===== src/u2l_pkg.sv =====
// Shared types, constants and helper functions for the UTF-8 to Latin-1 decoder.
`default_nettype none
package u2l_pkg;

  // Longest lead byte accepted (legacy UTF-8 allows up to 6).
  localparam logic [2:0] MAX_SEQUENCE_BYTES = 3'd6;
  localparam logic [7:0] REPLACEMENT_RESET  = 8'h3f;  // '?'
  localparam logic [7:0] LATIN1_MAX         = 8'hff;

  // Decoder sequence state carried between bytes.
  typedef struct packed {
    logic [30:0] acc;
    logic [2:0]  exp_len;
    logic [2:0]  rcvd;
  } seq_state_t;

  // Results caused by one byte: reps replacements, then an optional tail item.
  typedef struct packed {
    logic [2:0] reps;
    logic       tail;
    logic [7:0] tail_char;
    logic       tail_end;
  } run_t;

  function automatic logic [2:0] lead_length(input logic [7:0] b);
    logic [2:0] len;
    priority if (b < 8'h80) len = 3'd1;
    else if (b < 8'hc0)     len = 3'd0;
    else if (b < 8'he0)     len = 3'd2;
    else if (b < 8'hf0)     len = 3'd3;
    else if (b < 8'hf8)     len = 3'd4;
    else if (b < 8'hfc)     len = 3'd5;
    else if (b < 8'hfe)     len = 3'd6;
    else                    len = 3'd0;
    if (len > MAX_SEQUENCE_BYTES) len = 3'd0;
    return len;
  endfunction

  // Smallest code point that a sequence of the given length may carry.
  function automatic logic [30:0] min_value(input logic [2:0] len);
    logic [30:0] v;
    unique case (len)
      3'd2:    v = 31'h80;
      3'd3:    v = 31'h800;
      3'd4:    v = 31'h10000;
      3'd5:    v = 31'h200000;
      3'd6:    v = 31'h4000000;
      default: v = 31'h0;
    endcase
    return v;
  endfunction

endpackage
`default_nettype wire


===== src/u2l_step.sv =====
// Per-byte decode: next sequence state and the run of results the byte causes.
`default_nettype none
module u2l_step
  import u2l_pkg::*;
(
  input  wire logic [7:0] data_byte,
  input  wire seq_state_t st,
  output seq_state_t      st_next,
  output run_t            run
);

  logic [30:0] acc_sh;
  logic [2:0]  rcvd_inc;
  logic [2:0]  len;
  logic        do_fresh;

  always_comb begin
    acc_sh   = {st.acc[24:0], data_byte[5:0]};
    rcvd_inc = st.rcvd + 3'd1;
    len      = lead_length(data_byte);
    st_next  = st;
    run      = '0;
    do_fresh = 1'b0;

    if (st.exp_len != 3'd0) begin
      if (data_byte[7:6] == 2'b10) begin
        st_next.acc  = acc_sh;
        st_next.rcvd = rcvd_inc;
        if (rcvd_inc >= st.exp_len) begin
          st_next = '0;
          if (acc_sh < min_value(st.exp_len)) begin
            run.reps = st.exp_len;                  // overlong: one per byte
          end else if (acc_sh > {23'd0, LATIN1_MAX}) begin
            run.reps = 3'd1;
          end else begin
            run.tail      = 1'b1;
            run.tail_char = acc_sh[7:0];
          end
        end
      end else begin
        // broken sequence: flush what was received, then treat byte as new
        run.reps = st.rcvd;
        st_next  = '0;
        do_fresh = 1'b1;
      end
    end else begin
      do_fresh = 1'b1;
    end

    if (do_fresh) begin
      if (data_byte == 8'd0) begin
        st_next      = '0;
        run.tail     = 1'b1;
        run.tail_end = 1'b1;
      end else if (len == 3'd0) begin
        run.reps = run.reps + 3'd1;
      end else if (len == 3'd1) begin
        run.tail      = 1'b1;
        run.tail_char = data_byte;
      end else begin
        st_next.acc     = {23'd0, data_byte & (8'h7f >> len)};
        st_next.exp_len = len;
        st_next.rcvd    = 3'd1;
      end
    end
  end

endmodule
`default_nettype wire


===== src/utf8_to_latin1_decoder_top.sv =====
// Top level of the streaming UTF-8 to ISO-8859-1 decoder.
// Takes one UTF-8 byte per transaction and gives zero to six Latin-1 results
// for it; tlast marks the final result caused by each input byte. A byte that
// causes at most one result is taken every cycle, back to back, as long as the
// previous result is taken in the same cycle; s_axis_tready follows
// m_axis_tready combinationally. A byte causing N results (error flushes)
// occupies the result register until all N are taken, and the input stalls
// until the last of them is being taken. A zero byte ends the string with a NUL
// result flagged in tuser. The replacement byte resets to '?' and may be
// rewritten over the cfg channel while the block is idle.
`default_nettype none
module utf8_to_latin1_decoder_top
  import u2l_pkg::*;
(
  input  wire logic       clk,
  input  wire logic       rst,
  input  wire logic       cfg_valid,
  output logic            cfg_ready,
  input  wire logic [7:0] cfg_data,        // [7:0] replacement_char
  input  wire logic       s_axis_tvalid,
  output logic            s_axis_tready,
  input  wire logic [7:0] s_axis_tdata,    // [7:0] data_byte
  output logic            m_axis_tvalid,
  input  wire logic       m_axis_tready,
  output logic [7:0]      m_axis_tdata,    // [7:0] iso_char
  output logic [1:0]      m_axis_tuser,    // [0] replaced, [1] end_of_string
  output logic            m_axis_tlast     // last_of_run
);

  seq_state_t st, st_next;
  run_t       run;
  logic [7:0] replacement_char;

  // pending results of the current run
  logic       out_valid;
  logic [2:0] reps;
  logic       tail;
  logic [7:0] tail_char;
  logic       tail_end;

  logic in_fire, out_fire, last_now, has_out;

  u2l_step u_step (
    .data_byte (s_axis_tdata),
    .st        (st),
    .st_next   (st_next),
    .run       (run)
  );

  assign cfg_ready = 1'b1;

  assign last_now      = (reps == 3'd0) || (reps == 3'd1 && !tail);
  assign out_fire      = out_valid && m_axis_tready;
  assign s_axis_tready = !out_valid || (m_axis_tready && last_now);
  assign in_fire       = s_axis_tvalid && s_axis_tready;
  assign has_out       = (run.reps != 3'd0) || run.tail;

  assign m_axis_tvalid = out_valid;
  assign m_axis_tlast  = last_now;
  assign m_axis_tdata  = (reps != 3'd0) ? replacement_char : tail_char;
  assign m_axis_tuser  = (reps != 3'd0) ? 2'b01 : {tail_end, 1'b0};

  always_ff @(posedge clk) begin
    if (rst) begin
      replacement_char <= REPLACEMENT_RESET;
    end else if (cfg_valid) begin
      replacement_char <= cfg_data;
    end
  end

  always_ff @(posedge clk) begin
    if (rst) begin
      st <= '0;
    end else if (in_fire) begin
      st <= st_next;
    end
  end

  always_ff @(posedge clk) begin
    if (rst) begin
      out_valid <= 1'b0;
      reps      <= 3'd0;
      tail      <= 1'b0;
    end else if (in_fire) begin
      out_valid <= has_out;
      reps      <= run.reps;
      tail      <= run.tail;
    end else if (out_fire) begin
      if (last_now) begin
        out_valid <= 1'b0;
        reps      <= 3'd0;
        tail      <= 1'b0;
      end else begin
        reps <= reps - 3'd1;
      end
    end
  end

  always_ff @(posedge clk) begin
    if (in_fire) begin
      tail_char <= run.tail_char;
      tail_end  <= run.tail_end;
    end
  end

endmodule
`default_nettype wire

===== config.mk =====
export PLATFORM = sky130hd
export DESIGN_NAME = utf8_to_latin1_decoder_top
export DESIGN_NICKNAME = d
export VERILOG_FILES = /design/src/u2l_pkg.sv /design/src/u2l_step.sv /design/src/utf8_to_latin1_decoder_top.sv
export SDC_FILE = /design/constraint.sdc
export NUM_CORES = 1
export LEC_CHECK = 0
export BUFFER_PORTS_ARGS = -buffer_cell sky130_fd_sc_hd__buf_2
export CAP_MARGIN = 5
export CORE_UTILIZATION = 50
export CTS_CLUSTER_SIZE = 14
export DETAILED_ROUTE_END_ITERATION = 16
export PLACE_DENSITY = 0.7
export SYNTH_ARGS = -nofsm -noshare
export SYNTH_HDL_FRONTEND = slang
export SYNTH_SLANG_ARGS = --single-unit

===== constraint.sdc =====
create_clock -name clk -period 4.2 [get_ports clk]
set_input_delay 1.05 -clock clk [delete_from_list [all_inputs] [get_ports clk]]
set_output_delay 1.05 -clock clk [all_outputs]
set_load 0.1 [all_outputs]

==> flow_summary.yaml, run 1 <==
power:
  p_comb_share_pct: 31.6
  p_switching_uw: 476
  p_leak_uw: 0.00126
  ir_worst_vdd_mv: 0.257
  power_density_nw_per_um2: 398
  intPower_uw: 762
  p_clk_share_pct: 23.8
  pwr-share-seq_pct: 44.6
  switching_share_pct: 38.5
detailed_routing:
  drtPass1Iterations: 4
  wl_per_cell_microns: 14.6
  viasPerCell: 5.71
  routed_wl_mm: 6.06
  ant_nets: 0
  drt_iter0_markers: 135
  vias: 2377
  drc: 0
timing:
  slew_headroom_pct: 43.3
  hold_violations: 0
  finalSetupTns_ps: 0
  finalClockSkew_ps: 8.95
  final.period_utilization_pct: 83.4
  setup_viol: 0
  slew_viol_final: 0
  rsz0062_at_grt: "false"
  tightest_slew_ps: 849
  timing.fmax_mhz: 286
  min_period_ps: 3500
finish:
  synthToLayoutAreaGrowth_pct: 10.7
  final_common_cell: "nor2_1"
  final_cell_mix: "49 x nor2_1, 44 x dfxtp_1, 33 x buf_2, 24 x a22oi_1, 19 x nand2_1"
  drive_above_1_share_pct: 18.2
  design_area_sq_um: 3110
  antenna_cells: 0
  nets: 378
die:
  core-area_sq_um: 5270
  fp.dieArea_sq_um: 5930
  rows: 26
  die_h_microns: 77.0
  die_w_microns: 77.0
  start_util_pct: 53.3
  io_pins: 35
place:
  dp_hpwl_mm: 4.31
  gp_congestion: 0.863
  portBuffers: 33
  placedInstanceArea_sq_um: 3020
grt:
  grtUsageMet1_pct: 29.1
  grt_use_met2_pct: 35.1
  grt.busiest_layer: "met2"
  grt_max_degree: 47
  overflow: 0
  first_global_vias: 2228
  grt_util_met3_pct: 4.05
  grt_antenna_before_repair: 0
  groute.usage.overall_pct: 21.5
  grt_pass1_wl_mm: 10.4
synthesis:
  ys_seq_area_share_pct: 40.9
  synth_ff_type: "dfxtp_1"
  synth_enable_flop_cells: 9
  async_reset_ff_share_pct: 0
  syn_nets: 349
  ys_ff_latch: 53
  ys_warn_count: 0
  ys_types: 56
  synth_cells: 316
  synth.avg_cell_area_sq_um: 8.90
  netlist_area_sq_um: 2810
run_status:
  status: "finished, final reports clean"
cts:
  htree_levels: 2
  clkTransAtPathRegs_ps: 90
  cts_buffers: 5
  postCtsResizedCells: 0
  cts_hold_buf: 0
  post_cts_buffers: 0
  cts_buffer_depth: 2
  cts_tree: "done"
  clk_latency_ps: 300
  numClockSinks: 53
  cts_root_buffer: "clkbuf_8"
setup_path:
  worst-setup-path-type: "register to register"
  startpoint_type: "register"
  cp-end-kind: "register"
  cp.required_ps: 4350
  critPathMaxFanout: 7
  arrival_ps: 3650
run:
  max_cap_violations: 0
hold_path:
  worstHoldPathType: "register to register"
[worst max-delay path, cell delays in order (launching register included)]
cell      delay [ps]
dfxtp_1          430
inv_1            120
or3_2            460
ha_1             300
a21oi_1          150
nand4_1          160
a31oi_4          240
a211oi_1         100
a311o_2          390
ha_1             280
nand2_1           60
o211ai_1         110
o41ai_1          420
o211ai_1         140
[cells by family (layout without fill, tap and decap cells)]
family,Yosys count,in the layout,share of synthesized area [%]
AND/OR/NAND/NOR,133,133,24.6
AO/OA/AOI/OAI,80,80,20.7
flip-flops,53,53,40.9
buffers and inverters,25,55,3.69
adder cells (fa/ha/maj),12,12,5.34
multiplexers,11,11,4.27
other,1,1,0.133
XOR/XNOR,1,1,0.312
[power by group through the flow]
stage / logic (uW) / registers [uW] / clock network, uW
floorplan: 321 / 569 / 0
global placement: 388 / 563 / 0
detailed placement: 391 / 564 / 0
CTS: 392 / 552 / 306
global route: 416 / 555 / 328
finish: 392 / 552 / 295
[cells in the mapped netlist, types with 9 or more instances]
library cell | instances | area share [%]
a21oi_1 | 12 | 2.1
a22oi_1 | 24 | 6.4
dfxtp_1 | 44 | 31
edfxtp_1 | 9 | 9.6
ha_1 | 12 | 5.3
inv_1 | 11 | 1.5
nand2_1 | 19 | 2.5
nor2_1 | 49 | 6.5
nor2b_1 | 9 | 2.0
o21ai_0 | 12 | 2.1
[area by class of cell]
class,instances,area [sq um]
fillers,481,2160
multi-input cells,238,1560
flip-flops and latches,53,1150
repair buffers,35,180
well taps,70,87.6
clock buffers,7,86.3
inverters,12,45.0
clock inverters,1,6.26
[flip-flops by register name, summed over array words and instances (netlist names)]
signal	flops
m_axis_tvalid	1
replacement_char	8
reps	3
st	31
tail	1
tail_char	8
tail_end	1
[through the flow]
stage / total power (uW) / worst slack, ps / hold WS [ps] / util [%] / instances
after CTS: 1250 / 709 / 461 / 59.1 / 416
final: 1240 / 698 / 459 / 59.1 / 416
after floorplan: 890 / 1030 / 437 / - / 316
after global routing: 1300 / 504 / 493 / 59.1 / 416
after detailed placement: 954 / 757 / 449 / 57.3 / 408
after global placement: 951 / 864 / 445 / 57.3 / 408
[path summary, 6_finish.rpt]
path                                    startpoint                          to  slack, ps  depth (start not counted)
worst max-delay path            st[5]$_SDFFE_PP0P_  m_axis_tvalid$_SDFFE_PP0P_        700                         13
worst min-delay path             tail$_SDFFE_PP0P_           tail$_SDFFE_PP0P_        460                          2
worst max register to register  st[5]$_SDFFE_PP0P_  m_axis_tvalid$_SDFFE_PP0P_        700                         13
worst min register to register   tail$_SDFFE_PP0P_           tail$_SDFFE_PP0P_        460                          2
[per-layer routing]
metal / wire [microns] / vias up
met1: 2970 / 1113
met5: 0 / -
li1: - / 1211
met3: 257 / 2
met4: 29 / 0
met2: 2800 / 51
Note: power is estimated with default switching activity, not from simulation.
==> inputs of run 2 (changes only) <==
PLACE_DENSITY = 0.73   (was 0.7)
clock period = 3.2 ns   (was 4.2 ns; I/O delays follow)
==> flow_summary.yaml, run 2 (synthesized netlist as in run 1, its figures left out) <==
power:
  p_switching_uw: 643
  intPower_uw: 995
  pwr-share-seq_pct: 44.1
  power_density_nw_per_um2: 493
  switching_share_pct: 39.2
  p_clk_share_pct: 23.1
  p_comb_share_pct: 32.8
  p_leak_uw: 0.00136
  ir_worst_vdd_mv: 0.291
timing:
  final.period_utilization_pct: 99.1
  finalClockSkew_ps: 11.6
  hold_violations: 0
  tightest_slew_ps: 641
  setup_viol: 0
  slew_viol_final: 0
  timing.fmax_mhz: 315
  finalSetupTns_ps: 0
  rsz0062_at_grt: "true"
  min_period_ps: 3170
  slew_headroom_pct: 57.0
die:
  core-area_sq_um: 5270
  die_h_microns: 77.0
  fp.dieArea_sq_um: 5930
  rows: 26
  io_pins: 35
  start_util_pct: 53.3
  die_w_microns: 77.0
grt:
  groute.usage.overall_pct: 22.3
  grt_pass1_wl_mm: 10.6
  overflow: 0
  first_global_vias: 2258
  grt_antenna_before_repair: 0
  grt_max_degree: 31
cts:
  cts_root_buffer: "clkbuf_8"
  htree_levels: 2
  cts_tree: "done"
  cts_buffers: 5
  cts_buffer_depth: 2
  cts_hold_buf: 0
  clk_latency_ps: 320
  numClockSinks: 53
  clkTransAtPathRegs_ps: 90
detailed_routing:
  drtPass1Iterations: 4
  wl_per_cell_microns: 14.9
  viasPerCell: 5.66
  drt_iter0_markers: 102
  drc: 0
  ant_nets: 0
  vias: 2457
  routed_wl_mm: 6.48
hold_path:
  worstHoldPathType: "register to register"
setup_path:
  slowest_delay_ps: 400
  startpoint_type: "register"
  arrival_ps: 3350
  crit_path_cell_trace: "inv_2, buf_6, or3_4, ha_4, nand3_2, a311o_2, and2_4, a311o_2, ha_4, nand2_2, o211ai_1, o41ai_2, o211ai_1"
  critPathMaxFanout: 4
  crit_family: "compound AO/OA/AOI/OAI gates"
  worst-setup-path-type: "register to register"
  slowest_stage: "a311o_2"
  cp.required_ps: 3380
  worst-path-buf-inv: 2
  cp-end-kind: "register"
finish:
  largest_register_ffs: 31
  drive_above_1_share_pct: 25.5
  reg.largest.list: "st x31, replacement_char x8, tail_char x8"
  largest-register: "st"
  nets: 396
  final_common_cell: "nor2_1"
  final_cell_mix: "49 x nor2_1, 42 x dfxtp_1, 33 x buf_2, 24 x a22oi_1, 19 x buf_4"
  antenna_cells: 0
  synthToLayoutAreaGrowth_pct: 18.1
  instances_no_fill: 434
place:
  dp_cells: 422
  portBuffers: 33
  dp_hpwl_mm: 4.74
  gp_congestion: 0.827
run:
  max_cap_violations: 0
run_status:
  status: "finished, final reports clean"
## run 2: layout make-up
type	instances	area (sq um)
clock inverter	2	15.0
sequential	53	1150
multi-input combinational	238	1630
timing repair buffer	53	319
clock buffer	6	72.6
tap	70	87.6
fill	479	1950
inverter	12	45.0
## run 2: repair_timing
action                                  4_1_cts  5_1_grt
pin swaps                                     3       10
buffers inserted                              1        3
endpoints found under the setup margin        1        2
gates resized for setup                       0       15
## run 2: path summary, 6_finish.rpt
kind                            from                         end  slack [ps]  cells past startpoint
setup / recovery  st[5]$_SDFFE_PP0P_  m_axis_tvalid$_SDFFE_PP0P_          30                     13
hold / removal     tail$_SDFFE_PP0P_           tail$_SDFFE_PP0P_         490                      2
setup reg to reg  st[5]$_SDFFE_PP0P_  m_axis_tvalid$_SDFFE_PP0P_          30                     13
hold reg to reg    tail$_SDFFE_PP0P_           tail$_SDFFE_PP0P_         490                      2
## run 2: power groups by stage
| stage | combinational [uW] | sequential [uW] | clock [uW] |
|---|---|---|---|
| 2_1_floorplan | 421 | 747 | 0 |
| 3_3_place_gp | 527 | 737 | 0 |
| 3_5_place_dp | 532 | 739 | 0 |
| 4_1_cts | 533 | 723 | 388 |
| 5_1_grt | 566 | 727 | 411 |
| 6_report | 537 | 723 | 378 |
## run 2: per-stage QoR
step                      total power (uW)  util, %  cell area (sq um)  setup WS, ps  hold slack, ps
after global placement                1260     59.3               3130          48.4             460
final                                 1640     63.0               3320          27.4             494
after floorplan                       1170        -               2810          31.2             437
after global routing                  1700     63.0               3320         -84.8             525
after CTS                             1640     61.1               3220          26.2             496
after detailed placement              1270     59.3               3130         -58.0             482
## run 2: worst reg2reg max path: stages (launching register included)
cell and delay [ps]:
dfxtp_2 340, inv_2 40, buf_6 100, or3_4 390, ha_4 270, nand3_2 60
a311o_2 400, and2_4 160, a311o_2 350, ha_4 250, nand2_2 40, o211ai_1 130
o41ai_2 380, o211ai_1 130
## run 2: metal layers
metal	GRT usage [%]	vias up	wire [microns]
li1	-	1247	-
met1	28.9	1135	2990
met2	38.3	68	3100
met3	3.81	7	331
met4	5.28	0	61
met5	0	-	0
==> inputs of run 3 (changes only) <==
--- a/config.mk
+++ b/config.mk
@@ -7,3 +7,3 @@
 export LEC_CHECK = 0
-export BUFFER_PORTS_ARGS = -buffer_cell sky130_fd_sc_hd__buf_2
+export BUFFER_PORTS_ARGS = -buffer_cell sky130_fd_sc_hd__buf_4
 export CAP_MARGIN = 5
==> constraint.sdc (replaced) <==
create_clock -name clk -period 3.2 [get_ports clk]
set_input_delay 0 -clock clk [delete_from_list [all_inputs] [get_ports clk]]
set_output_delay 0 -clock clk [all_outputs]
set_load 0.1 [all_outputs]
==> flow_summary.yaml, run 3 (synthesized netlist as in run 1, its figures left out) <==
setup_path:
  arrival_ps: 3350
  crit_path_cell_trace: "inv_1, or3_4, ha_4, nand3_1, a311o_2, and2_4, a311o_2, ha_4, nand2_2, o211ai_1, o41ai_2, o211ai_1"
  worst-setup-path-type: "register to register"
  critPathMaxFanout: 4
  cp.required_ps: 3380
  slowest_stage: "dfxtp_1"
  startpoint_type: "register"
  slowest_delay_ps: 400
  rrSetupSlack_ps: 30
  cp-end-kind: "register"
die:
  core-area_sq_um: 5270
  start_util_pct: 53.3
  io_pins: 35
  fp.dieArea_sq_um: 5930
  rows: 26
  die_h_microns: 77.0
  die_w_microns: 77.0
detailed_routing:
  drc: 0
  routed_wl_mm: 6.75
  vias: 2538
  drt_iter0_markers: 151
  ant_nets: 0
  wl_per_cell_microns: 15.2
  viasPerCell: 5.73
  drtPass1Iterations: 4
finish:
  design_area_sq_um: 3490
  synthToLayoutAreaGrowth_pct: 24.3
  fillCellCount: 472
  largest-register: "st"
  reg.largest.list: "st x31, replacement_char x8, tail_char x8"
  multiInputGateArea_sq_um: 1630
  drive_above_1_share_pct: 23.9
  final_cell_mix: "50 x buf_4, 49 x nor2_1, 43 x dfxtp_1, 24 x a22oi_1, 18 x nand2_1"
  final_common_cell: "buf_4"
  antenna_cells: 0
  largest_register_ffs: 31
  seq_area_sq_um: 1150
  nets: 405
  instances_no_fill: 443
timing:
  tightest_slew_ps: 826
  finalSetupTns_ps: 0
  finalClockSkew_ps: 12.4
  final.period_utilization_pct: 99.2
  min_period_ps: 3170
  slew_headroom_pct: 44.8
  setup_viol: 0
  slew_viol_final: 0
  timing.fmax_mhz: 315
  hold_violations: 0
grt:
  first_global_vias: 2422
  grt_antenna_before_repair: 0
  grt_max_degree: 47
  overflow: 0
  groute.usage.overall_pct: 23.1
  grt_pass1_wl_mm: 11.0
cts:
  htree_levels: 2
  clk_latency_ps: 320
  cts_root_buffer: "clkbuf_8"
  cts_tree: "done"
  numClockSinks: 53
  cts_buffers: 5
  cts_buffer_depth: 2
  clkTransAtPathRegs_ps: 90
power:
  ir_worst_vdd_mv: 0.259
  power.total_uw: 1660
  power_density_nw_per_um2: 476
  p_leak_uw: 0.00142
place:
  placedInstanceArea_sq_um: 3180
  dp_cells: 418
  dp_hpwl_mm: 4.65
  portBuffers: 33
  gp_congestion: 0.826
run:
  max_cap_violations: 0
hold_path:
  worstHoldPathType: "input port to register"
run_status:
  status: "finished, final reports clean"
run 3: final timing paths:
kind                 startpoint                    endpoint  depth (start not counted)
min             s_axis_tdata[2]          st[8]$_SDFFE_PP0P_                          3
min reg2reg   tail$_SDFFE_PP0P_           tail$_SDFFE_PP0P_                          2
max reg2reg  st[4]$_SDFFE_PP0P_  m_axis_tvalid$_SDFFE_PP0P_                         12
max          st[4]$_SDFFE_PP0P_  m_axis_tvalid$_SDFFE_PP0P_                         12
run 3: cell type report:
class | instances | share of cell area (%)
clock buffers | 5 | 1.97
clock inverters | 3 | 0.465
multi-input cells | 238 | 46.6
flip-flops and latches | 53 | 33.0
inverters | 12 | 1.29
well taps | 70 | 2.51
repair buffers | 62 | 14.2
run 3: per-stage QoR:
step	util, %	hold slack, ps	setup WS [ps]
2_1_floorplan	-	122	31.2
3_3_place_gp	60.3	206	48.0
3_5_place_dp	60.3	212	-71.3
4_1_cts	64.6	4.74	9.34
5_1_grt	66.3	26.9	-60.6
6_report	66.3	5.19	27.1
run 3: worst max-delay path, delay by kind of cell, from the launching register on:
| family | cells | cell delay (ps) |
|---|---|---|
| compound gates | 5 | 1350 |
| simple gates | 4 | 670 |
| buf+inv | 1 | 110 |
| fa+ha+maj | 2 | 490 |
| flops | 1 | 400 |
run 3: routing by layer:
metal  share of wire (%)  wire length [microns]  up-vias  track usage (%)
li1                    -                      -     1266                -
met1                  45                   3030     1205             28.0
met2                  50                   3400       60             41.7
met3                 3.6                    242        7             3.69
met4                 1.2                     80        0             6.79
met5                   0                      0        -                0
run 3: timing repair:
item | 4_1_cts | 5_1_grt
setup buffers | 4 | 2
endpoints found under the setup margin | 1 | 2
resized for setup | 1 | 13
endpoints found under the hold margin | 12 | 0
hold buffers | 11 | 0
pin swaps | 8 | 8
run 3: report_power, final:
group | switching [uW] | leakage (uW) | total, uW | internal (uW)
Clock | 221 | 0.0000436 | 373 | 152
Sequential | 15.5 | 0.000449 | 724 | 708
Combinational | 410 | 0.000925 | 568 | 158
